$ cat src/hdl/lgs_pkg.sv
`timescale 1ns / 1ps

package lgs_pkg;

   // configuration port
   localparam int CSR_WIDTH       = 11;
   localparam int CSR_INDEX_WIDTH = 2;

   localparam logic [CSR_INDEX_WIDTH-1:0] REG_GRID_WIDTH  = 2'd0;
   localparam logic [CSR_INDEX_WIDTH-1:0] REG_GRID_HEIGHT = 2'd1;

   localparam int GRID_WIDTH_RESET  = 64;
   localparam int GRID_HEIGHT_RESET = 64;

   // grid limits
   localparam int MAX_WIDTH_DEFAULT  = 1024;
   localparam int MAX_HEIGHT_DEFAULT = 1024;

   // result coordinates
   localparam int COORD_WIDTH = 10;

   // request codes
   localparam logic OP_CELL  = 1'b0;
   localparam logic OP_FLUSH = 1'b1;

   // B3/S23
   localparam int BIRTH_COUNT   = 3;
   localparam int SURVIVE_COUNT = 2;

   // per-word control handed from the fetch stage to the window stage
   typedef struct packed {
      logic first_col;  // word sits in column 0
      logic row_ge1;    // middle row lies inside the grid
      logic row_ge2;    // upper row lies inside the grid
      logic last;       // word emits the final cell of the frame
   } stage_ctrl_type;

   // window: bits 0..2 left column, 3..5 centre, 6..8 right;
   // inside a column bit 0 is the upper row, bit 2 the lower row
   function automatic logic life_rule(input logic [8:0] win);
      logic [3:0] n;
      n = '0;
      for (int i = 0; i < 9; i++) begin
         if (i != 4) begin
            n = n + 4'(win[i]);
         end
      end
      return (n == 4'(BIRTH_COUNT)) ||
             (win[4] && ((n == 4'(SURVIVE_COUNT)) || (n == 4'(BIRTH_COUNT))));
   endfunction

endpackage

$ cat src/hdl/lgs_line_store.sv
`timescale 1ns / 1ps

module lgs_line_store #(
   parameter int DEPTH = lgs_pkg::MAX_WIDTH_DEFAULT,
   localparam int AW = $clog2(DEPTH)
) (
   input  logic          clock,
   input  logic          rd_en,
   input  logic [AW-1:0] rd_addr,
   input  logic          wr_en,
   input  logic [AW-1:0] wr_addr,
   input  logic          wr_upper,
   input  logic          wr_middle,
   output logic          upper_rd,
   output logic          middle_rd
);

   logic upper_mem [DEPTH];
   logic middle_mem [DEPTH];

   logic upper_rd_ff;
   logic middle_rd_ff;

   // write and read share a cycle at the same column only on a one-column grid
   // or back-to-back revisits; bypass the write data then
   always_ff @(posedge clock) begin
      if (wr_en) begin
         upper_mem[wr_addr]  <= wr_upper;
         middle_mem[wr_addr] <= wr_middle;
      end
      if (rd_en) begin
         if (wr_en && (wr_addr == rd_addr)) begin
            upper_rd_ff  <= wr_upper;
            middle_rd_ff <= wr_middle;
         end else begin
            upper_rd_ff  <= upper_mem[rd_addr];
            middle_rd_ff <= middle_mem[rd_addr];
         end
      end
   end

   assign upper_rd  = upper_rd_ff;
   assign middle_rd = middle_rd_ff;

endmodule

$ cat src/hdl/lgs_window.sv
`timescale 1ns / 1ps

module lgs_window (
   input  logic                   clock,
   input  logic                   reset,
   input  logic                   clear,
   input  logic                   advance,
   input  logic [2:0]             column,
   input  lgs_pkg::stage_ctrl_type ctrl,
   output logic                   emit,
   output logic                   result
);

   logic [8:0] window_ff;
   logic [8:0] window_in;
   logic [8:0] shifted;

   always_comb begin
      shifted = {column, window_ff[8:6], window_ff[5:3]};
      if (ctrl.first_col) begin
         window_in = {column, 6'b0};
         emit      = ctrl.row_ge2;
         // close the previous row: its right neighbour column is dead
         result    = lgs_pkg::life_rule({3'b0, window_ff[8:3]});
      end else begin
         window_in = shifted;
         emit      = ctrl.row_ge1;
         result    = lgs_pkg::life_rule(shifted);
      end
   end

   always_ff @(posedge clock) begin
      if (reset || clear) begin
         window_ff <= '0;
      end else if (advance) begin
         window_ff <= ctrl.last ? 9'b0 : window_in;
      end
   end

endmodule

$ cat src/hdl/life_generation_stream.sv
`timescale 1ns / 1ps

// channel   direction  handshake            payload
// req       in         req_valid/req_ready  req_op, req_alive
// rsp       out        rsp_valid/rsp_ready  rsp_next_alive, rsp_col, rsp_row, rsp_last
// csr       in         csr_write            csr_index, csr_wdata
//
// One word accepted per cycle unless a stalled rsp backs up the pipe. An accepted word is
// registered in stage 1 (line store data, then window and rule); its result loads the output
// register when stage 1 advances and leaves from there once rsp_ready is high.
// The line store has one read and one write port: a column is read while the previous
// column is written in the same cycle.
// Reset is synchronous and clears counters, window and valid flags; the line
// stores need no clearing pass because rows above the grid are masked as dead.
// A stalled rsp holds the pipe; req_ready drops only when stage 1 and the output
// register are both full and rsp_ready is low.
module life_generation_stream #(
   parameter int MAX_WIDTH  = lgs_pkg::MAX_WIDTH_DEFAULT,
   parameter int MAX_HEIGHT = lgs_pkg::MAX_HEIGHT_DEFAULT
) (
   input  logic                                 clock,
   input  logic                                 reset,
   // input words
   input  logic                                 req_valid,
   output logic                                 req_ready,
   input  logic                                 req_op,
   input  logic                                 req_alive,
   // result words
   output logic                                 rsp_valid,
   input  logic                                 rsp_ready,
   output logic                                 rsp_next_alive,
   output logic [lgs_pkg::COORD_WIDTH-1:0]      rsp_col,
   output logic [lgs_pkg::COORD_WIDTH-1:0]      rsp_row,
   output logic                                 rsp_last,
   // configuration
   input  logic                                 csr_write,
   input  logic [lgs_pkg::CSR_INDEX_WIDTH-1:0]  csr_index,
   input  logic [lgs_pkg::CSR_WIDTH-1:0]        csr_wdata
);

   localparam int AW   = $clog2(MAX_WIDTH);       // column index
   localparam int DW   = $clog2(MAX_WIDTH + 1);   // clamped width
   localparam int HW   = $clog2(MAX_HEIGHT + 1);  // clamped height
   localparam int RW   = $clog2(MAX_HEIGHT + 2);  // input row, runs to height + 1 while draining
   localparam int ORW  = $clog2(MAX_HEIGHT);      // output row
   localparam int CW   = lgs_pkg::CSR_WIDTH;
   localparam int CMPW = (CW >= DW && CW >= HW) ? CW : ((DW >= HW) ? DW : HW);

   function automatic logic [CMPW-1:0] clamp_dim(input logic [CW-1:0] v,
                                                 input logic [CMPW-1:0] maxv);
      logic [CMPW-1:0] ve;
      ve = CMPW'(v);
      if (ve == '0) begin
         return CMPW'(1);
      end else if (ve > maxv) begin
         return maxv;
      end
      return ve;
   endfunction

   // ---------------------------------------------------------------- config
   logic [DW-1:0] width_ff;
   logic [HW-1:0] height_ff;
   logic          cfg_restart;

   assign cfg_restart = csr_write &&
                        ((csr_index == lgs_pkg::REG_GRID_WIDTH) ||
                         (csr_index == lgs_pkg::REG_GRID_HEIGHT));

   always_ff @(posedge clock) begin
      if (reset) begin
         width_ff  <= DW'(clamp_dim(CW'(lgs_pkg::GRID_WIDTH_RESET), CMPW'(MAX_WIDTH)));
         height_ff <= HW'(clamp_dim(CW'(lgs_pkg::GRID_HEIGHT_RESET), CMPW'(MAX_HEIGHT)));
      end else if (csr_write) begin
         case (csr_index)
            lgs_pkg::REG_GRID_WIDTH: begin
               width_ff <= DW'(clamp_dim(csr_wdata, CMPW'(MAX_WIDTH)));
            end
            lgs_pkg::REG_GRID_HEIGHT: begin
               height_ff <= HW'(clamp_dim(csr_wdata, CMPW'(MAX_HEIGHT)));
            end
            default: begin
               // unmapped index: drop the write
            end
         endcase
      end
   end

   // ---------------------------------------------------------------- pipe control
   logic s1_valid_ff;
   logic rsp_valid_ff;
   logic out_free;
   logic s1_go;
   logic accept;
   logic ignore;
   logic take;

   assign out_free  = !rsp_valid_ff || rsp_ready;
   assign s1_go     = s1_valid_ff && out_free;
   assign req_ready = !s1_valid_ff || out_free;
   assign accept    = req_valid && req_ready;

   // ---------------------------------------------------------------- fetch stage
   logic [AW-1:0]  in_col_ff, in_col_in;
   logic [RW-1:0]  in_row_ff, in_row_in;
   logic           draining_ff, draining_in;
   logic [DW-1:0]  width_last;
   logic           row_end;
   logic           frame_end;
   logic           last_word;
   logic           cell_bit;
   lgs_pkg::stage_ctrl_type ctrl;

   assign width_last = width_ff - DW'(1);
   assign row_end    = (DW'(in_col_ff) == width_last);
   assign frame_end  = row_end && (in_row_ff == (RW'(height_ff) - RW'(1)));
   // the final cell of the frame comes out at column 0 two rows past its own
   assign last_word  = (in_col_ff == '0) && (in_row_ff == (RW'(height_ff) + RW'(1)));

   // flush outside draining is swallowed without touching anything
   assign ignore   = (req_op == lgs_pkg::OP_FLUSH) && !draining_ff;
   assign take     = accept && !ignore;
   // while draining every word is a flush and feeds a dead cell
   assign cell_bit = (req_op == lgs_pkg::OP_CELL) && !draining_ff && req_alive;

   always_comb begin
      ctrl.first_col = (in_col_ff == '0);
      ctrl.row_ge1   = (in_row_ff != '0);
      ctrl.row_ge2   = (in_row_ff > RW'(1));
      ctrl.last      = last_word;

      in_col_in   = in_col_ff;
      in_row_in   = in_row_ff;
      draining_in = draining_ff;
      if (last_word) begin
         // frame done: next word is cell (0,0)
         in_col_in   = '0;
         in_row_in   = '0;
         draining_in = 1'b0;
      end else begin
         if (frame_end) begin
            draining_in = 1'b1;
         end
         if (row_end) begin
            in_col_in = '0;
            in_row_in = in_row_ff + RW'(1);
         end else begin
            in_col_in = in_col_ff + AW'(1);
         end
      end
   end

   always_ff @(posedge clock) begin
      if (reset || cfg_restart) begin
         in_col_ff   <= '0;
         in_row_ff   <= '0;
         draining_ff <= 1'b0;
      end else if (take) begin
         in_col_ff   <= in_col_in;
         in_row_ff   <= in_row_in;
         draining_ff <= draining_in;
      end
   end

   // ---------------------------------------------------------------- stage 1
   logic [AW-1:0]           s1_col_ff;
   logic                    s1_cell_ff;
   lgs_pkg::stage_ctrl_type s1_ctrl_ff;
   logic                    upper_rd;
   logic                    middle_rd;
   logic                    s1_upper;
   logic                    s1_middle;
   logic                    emit;
   logic                    result;

   always_ff @(posedge clock) begin
      if (reset) begin
         s1_valid_ff <= 1'b0;
      end else if (take) begin
         s1_valid_ff <= 1'b1;
      end else if (s1_go) begin
         s1_valid_ff <= 1'b0;
      end
   end

   always_ff @(posedge clock) begin
      if (take) begin
         s1_col_ff  <= in_col_ff;
         s1_cell_ff <= cell_bit;
         s1_ctrl_ff <= ctrl;
      end
   end

   // rows above the top edge are dead; this also hides never-written entries
   assign s1_upper  = s1_ctrl_ff.row_ge2 && upper_rd;
   assign s1_middle = s1_ctrl_ff.row_ge1 && middle_rd;

   // stage 1 rewrites its column every cycle it sits here; the value is stable
   lgs_line_store #(
      .DEPTH (MAX_WIDTH)
   ) u_line_store (
      .clock     (clock),
      .rd_en     (take),
      .rd_addr   (in_col_ff),
      .wr_en     (s1_valid_ff),
      .wr_addr   (s1_col_ff),
      .wr_upper  (s1_middle),
      .wr_middle (s1_cell_ff),
      .upper_rd  (upper_rd),
      .middle_rd (middle_rd)
   );

   lgs_window u_window (
      .clock   (clock),
      .reset   (reset),
      .clear   (cfg_restart),
      .advance (s1_go),
      .column  ({s1_cell_ff, s1_middle, s1_upper}),
      .ctrl    (s1_ctrl_ff),
      .emit    (emit),
      .result  (result)
   );

   // ---------------------------------------------------------------- output register
   logic [AW-1:0]                   out_col_ff, out_col_in;
   logic [ORW-1:0]                  out_row_ff, out_row_in;
   logic                            rsp_next_alive_ff;
   logic [lgs_pkg::COORD_WIDTH-1:0] rsp_col_ff;
   logic [lgs_pkg::COORD_WIDTH-1:0] rsp_row_ff;
   logic                            rsp_last_ff;

   always_comb begin
      out_col_in = out_col_ff + AW'(1);
      out_row_in = out_row_ff;
      if (s1_ctrl_ff.last) begin
         out_col_in = '0;
         out_row_in = '0;
      end else if (DW'(out_col_ff) == width_last) begin
         out_col_in = '0;
         out_row_in = out_row_ff + ORW'(1);
      end
   end

   always_ff @(posedge clock) begin
      if (reset || cfg_restart) begin
         out_col_ff <= '0;
         out_row_ff <= '0;
      end else if (s1_go && emit) begin
         out_col_ff <= out_col_in;
         out_row_ff <= out_row_in;
      end
   end

   always_ff @(posedge clock) begin
      if (reset) begin
         rsp_valid_ff <= 1'b0;
      end else if (s1_go && emit) begin
         rsp_valid_ff <= 1'b1;
      end else if (rsp_ready) begin
         rsp_valid_ff <= 1'b0;
      end
   end

   always_ff @(posedge clock) begin
      if (s1_go && emit) begin
         rsp_next_alive_ff <= result;
         rsp_col_ff        <= lgs_pkg::COORD_WIDTH'(out_col_ff);
         rsp_row_ff        <= lgs_pkg::COORD_WIDTH'(out_row_ff);
         rsp_last_ff       <= s1_ctrl_ff.last;
      end
   end

   assign rsp_valid      = rsp_valid_ff;
   assign rsp_next_alive = rsp_next_alive_ff;
   assign rsp_col        = rsp_col_ff;
   assign rsp_row        = rsp_row_ff;
   assign rsp_last       = rsp_last_ff;

endmodule

$ cat config.mk
export PLATFORM = sky130hd
export DESIGN_NAME = life_generation_stream
export DESIGN_NICKNAME = d
export VERILOG_FILES = /design/src/hdl/lgs_pkg.sv /design/src/hdl/lgs_line_store.sv /design/src/hdl/lgs_window.sv /design/src/hdl/life_generation_stream.sv
export SDC_FILE = /design/constraint.sdc
export NUM_CORES = 2
export LEC_CHECK = 0
export ABC_AREA = 1
export BUFFER_PORTS_ARGS = -buffer_cell sky130_fd_sc_hd__buf_2
export CORE_AREA = 3 3 576 578
export CTS_CLUSTER_SIZE = 12
export DETAILED_ROUTE_END_ITERATION = 10
export DIE_AREA = 0 0 579 581
export SYNTH_ARGS = -nofsm -noshare
export SYNTH_HDL_FRONTEND = slang
export SYNTH_SLANG_ARGS = --single-unit
$ cat constraint.sdc
create_clock -name clock -period 41.2 [get_ports clock]
set_input_delay 6.18 -clock clock [delete_from_list [all_inputs] [get_ports clock]]
set_output_delay 6.18 -clock clock [all_outputs]
set_load 0.05 [all_outputs]
---- Word level (Yosys, flattened, before mapping) ----
Memories as Yosys holds them, arrays and structs flattened. A register that Yosys moved wholly into a read port is not among the register bits.
Cells that the tools add are included.
storage, ports and cells
  flip-flop bits (word level) ............. 112
  RAM bits ................................ 2048
  bits of input ports ..................... 20
  output and inout port bits .............. 24
  word-level logic and storage cells ...... 137
  memories kept ........................... 2
cells by class
  add/subtract/negate cells ............... 18
  order comparisons ....................... 2
  equality and inequality tests ........... 9
  muxes and demuxes ....................... 45
  bitwise gates (word level) .............. 1
  reductions and logical operators ........ 40
memories
  name                     depth  width  rd ports  clocked after Yosys merged registers in  wr ports  RTL line              text
  u_line_store.middle_mem  1024   1      1         1                                        1         lgs_line_store.sv:19  logic middle_mem [DEPTH];
  u_line_store.upper_mem   1024   1      1         1                                        1         lgs_line_store.sv:18  logic upper_mem [DEPTH];
operator list
  operator                                             count
  2-to-1 mux 11 bit                                    6
  2-to-1 mux 10 bit                                    6
  2-to-1 mux 4 bit                                     13
  adder 4 x 1 -> 4 bit                                 11
  adder 10 x 1 -> 10 bit, second input constant        3
  adder 11 x 1 -> 11 bit, second input constant        2
  equality test 10 x 11 -> 1 bit                       2
  equality test 11 bit                                 2
  subtractor 11 x 1 -> 11 bit, second input constant   2
  2-to-1 mux 1 bit                                     18
  equality test 4 x 2 -> 1 bit, second input constant  4
  logical AND 1 bit                                    14
  > comparator 11 x 1 -> 1 bit, second input constant  1
  > comparator 11 bit, second input constant           1
  logical NOT 11 bit                                   1
  nonzero test 11 bit                                  1
  logical NOT 10 bit                                   1
  AND reduction 2 bit                                  5
  nonzero test 2 bit                                   5
  2-to-1 mux 9 bit                                     1
  logical OR 1 bit                                     8
  2-to-1 mux 6 bit                                     1
  logical NOT 1 bit                                    4
  equality test 2 x 1 -> 1 bit, second input constant  1
  other kinds (2)                                      2

---- Logic depth before layout (Yosys ltp) ----
  depth after elaboration ................. 20
  gate-level depth with buffers ........... 22
  mapped depth without buffers ............ 19

---- Hierarchy ----
From an unflattened synthesis, not the netlist that was laid out.
second synthesis, totals
  cells, all modules ...................... 8843
  area total of the unflattened synthesis .. 93548.5 um^2
by module, submodules not included
  module                  times used  cells an instance  area each (um^2)
  lgs_line_store          1           7965               87154.8
  life_generation_stream  1           773                5698.0
  lgs_window              1           105                695.7

---- Worst setup path before layout ----
OpenSTA, ideal clock, no wires.
  kind .................................... reg2reg
  start ................................... register s1_cell_ff
  end ..................................... memory u_line_store.middle_mem[0], data pin
  setup time .............................. 2.681 ns
  arrival ................................. 12.066 ns
  slack ................................... 26.453 ns
  stages on the path, launching flop included .. 1
  buffers on the path ..................... 0
  clock period less this slack ............ 14.747 ns
  cell sequence ........................... edfxtp_1
RTL lines
  item                    RTL line                       text
  start, declared         life_generation_stream.sv:167  logic s1_cell_ff;
  start signal, assigned  life_generation_stream.sv:189  s1_cell_ff <= cell_bit;
  end, declared           lgs_line_store.sv:19
Straight into the memory's write port.

---- Final worst setup path ----
  start ................................... input rsp_ready
  end ..................................... output req_ready
on the way
  longest elaborated chain between the ends .. 2
RTL lines
  item              RTL line                       text
  start, declared   life_generation_stream.sv:30   input logic rsp_ready,
  logical OR 1 bit  life_generation_stream.sv:98   assign out_free = !rsp_valid_ff || rsp_ready;
  logical OR 1 bit  life_generation_stream.sv:100  assign req_ready = !s1_valid_ff || out_free;
  end, declared     life_generation_stream.sv:25   output logic req_ready,
No other way between the ends.

==> flow_metrics.env <==
export IMPL_min_delay_path_class="reg2reg"
export IMPL_post_cts_resized_instances=0
export IMPL_ir_drop_mv=0.0394
export IMPL_worst_skew_pair_late_latency_ps=890
export IMPL_drt_first_pass_iters=6
export IMPL_grt_first_pass_wirelength_um=386000
export IMPL_cellPowerDensity_nw_per_um2=41.4
export IMPL_yosys_warnings=0
export IMPL_final_hold_violation_count=0
export IMPL_p_leak_uw=0.0368
export IMPL_clock_tree_buffer_depth=3
export IMPL_nets=9230
export IMPL_grt_max_degree=217
export IMPL_critical_path_startpoint_type="input pin"
export IMPL_die_footprint_um2=336000
export IMPL_dp_hpwl_um=137000
export IMPL_mapped_area_um2=94700
export IMPL_timing_critical_path_required_ps=35020
export IMPL_clk_root_buffer_cell="clkbuf_16"
export IMPL_fp_coreArea_um2=327000
export IMPL_status="complete, no violations"
export IMPL_drc_errors=0
export IMPL_via_per_inst=4.80
export IMPL_mostFrequentLayoutCell="nor2_1"
export IMPL_tritoncts_clock_tree="yes"
export IMPL_io_pin_count=44
export IMPL_crit_type="in2out"
export IMPL_fp_dieH_um=581
export IMPL_cap_violations=0
export IMPL_number_of_flops_mapped_to_enable_cells_by_yosys=2087
export IMPL_highest_attainable_clock_frequency_ghz=0.0776
export IMPL_skew_ps=61.7
export IMPL_yosysSeqAreaShare=0.677
export IMPL_slew_violations=0
export IMPL_port_buffer_count=43
export IMPL_die_w_um=579
export IMPL_routed_wire_length_per_instance_um=19.0
export IMPL_detailedRoute_firstIterationViolations=6317
export IMPL_cts_setup_buffers=0
export IMPL_initial_utilization=0.290
export IMPL_h_tree_lvls=4
export IMPL_avgSynthCellArea_um2=10.1
export IMPL_global_route_usage_total=0.150
export IMPL_gp_routability_congestion=0.817
export IMPL_worst_endpoint_arrival_ps=6700
export IMPL_clk_pin_slew_worst_paths_ps=60
export IMPL_cts_sink_count=2159
export IMPL_wl_um=260000
export IMPL_numCtsBuffers=218
export IMPL_synth_async_sr_flop_share=0
export IMPL_timing_final_crit_share=0.313
export IMPL_worst_slew_margin_rel=0.143
export IMPL_total_number_of_vias=65700
export IMPL_antenna_violating_nets_post_route=0
export IMPL_ys_seq_elements=2159
export IMPL_postSynthCellCount=9411
export IMPL_grt_residual_overflow=0
export IMPL_area_growth_pct=11.6
export IMPL_antenna_violations_before_repair=3
export IMPL_setup_viol=0
export IMPL_synth_cell_types=37
export IMPL_final_min_clock_period_ps=12880
export IMPL_total_power_uw=4380
export IMPL_cts_hold_fix_buffers=0
export IMPL_critical_path_fanouts_max=3
export IMPL_worst_setup_path_end_kind="primary output"
export IMPL_most_common_layout_cells="2224 x nor2_1, 2101 x nand2_1, 2087 x edfxtp_1"
export IMPL_synth_fp_nets=9455
export IMPL_drive_above_1_share=0.0547
export IMPL_std_cell_rows=210
export IMPL_first_global_vias=63500
export IMPL_rsz0062_at_grt="no"
export IMPL_slew_of_the_pin_with_the_lowest_slew_margin_ps=1290
export IMPL_synthFlopType="edfxtp_1"
export IMPL_setup_total_negative_slack_ps=0
-- flip-flops by register name (all words and copies together), names as in the netlist, 11 cells and up --
name and cells:
u_line_store.middle_mem 1024, u_line_store.upper_mem 1024, height_ff 11, in_row_ff 11, width_ff 11
-- where the power goes --
| part | switching [µW] | internal [µW] |
|---|---|---|
| clock | 829 | 993 |
| sequential | 4.00 | 2400 |
| combinational | 119 | 37.9 |
| total | 951 | 3430 |
-- through the flow --
stage                     instance area [µm²]  utilization  hold WS [ps]  cells  setup slack, ps
final                                  106000        0.323           473  13700            28320
after global routing                   106000        0.323           496  13700            28250
after CTS                              106000        0.323           476  13700            28310
after detailed placement                99200        0.303           452  13300            28310
after global placement                  99200        0.303           461  13300            28310
after floorplan                         94700            -           403   9411            26450
-- layout make-up --
| cell class | instances | area, µm² |
|---|---|---|
| Inverter | 496 | 1900 |
| Clock inverter | 84 | 649 |
| Sequential cell | 2159 | 64100 |
| Clock buffer | 292 | 5820 |
| Antenna cell | 1 | 2.50 |
| Tap cell | 4346 | 5440 |
| Fill cell | 33200 | 221000 |
| Multi-Input combinational cell | 6110 | 26200 |
| Timing Repair Buffer | 201 | 1530 |
-- synth_stat cells (7+ instances only) --
master / n / area share
nor2_1: 2228 / 0.088
nand2_1: 2106 / 0.083
edfxtp_1: 2087 / 0.66
o21ai_0: 756 / 0.040
nand3_1: 511 / 0.027
inv_1: 470 / 0.019
clkbuf_1: 393 / 0.016
buf_2: 180 / 0.0095
o211ai_1: 93 / 0.0074
a21oi_1: 87 / 0.0046
dfxtp_1: 72 / 0.015
xor2_1: 70 / 0.0065
nor3_1: 65 / 0.0034
buf_1: 64 / 0.0025
nand4_1: 46 / 0.0030
o21ai_1: 40 / 0.0021
o22ai_1: 34 / 0.0022
ha_1: 22 / 0.0029
clkinv_1: 19 / 0.00075
xnor2_1: 14 / 0.0013
nor4_1: 10 / 0.00066
or2_2: 9 / 0.00059
inv_2: 7 / 0.00028
-- worst max-delay path, stage by stage --
cell and delay, ps:
buf_2 100, inv_1 60, nand3_1 100, buf_2 260
-- final timing paths --
kind	startpoint	cells past startpoint	slack [ps]	endpoint
min reg2reg	out_col_ff[6]	0	470	rsp_col[6]
max	rsp_ready	4	28320	req_ready
min	out_col_ff[6]	0	470	rsp_col[6]
max reg2reg	in_col_ff[0]	23	34420	u_line_store.middle_rd
-- routing by layer --
layer,share of wire,global-route usage
met5,0,0
met1,0.41,0.190
met3,0.068,0.0226
met4,0.033,0.0512
met2,0.49,0.259
-- cell families (layout without fill, tap and decap cells) --
family	after synthesis	count (layout)	share of synthesized area
AOI/OAI and AO/OA	1019	1019	0.0570
xor gates and xnor gates	84	84	0.00777
adders and majority gates	24	24	0.00333
buffers and inverters	1142	1073	0.0482
DFF	2159	2159	0.677
other	0	1	0
and+or+nand+nor	4983	4983	0.207
Power figures use the tool's default switching activity.
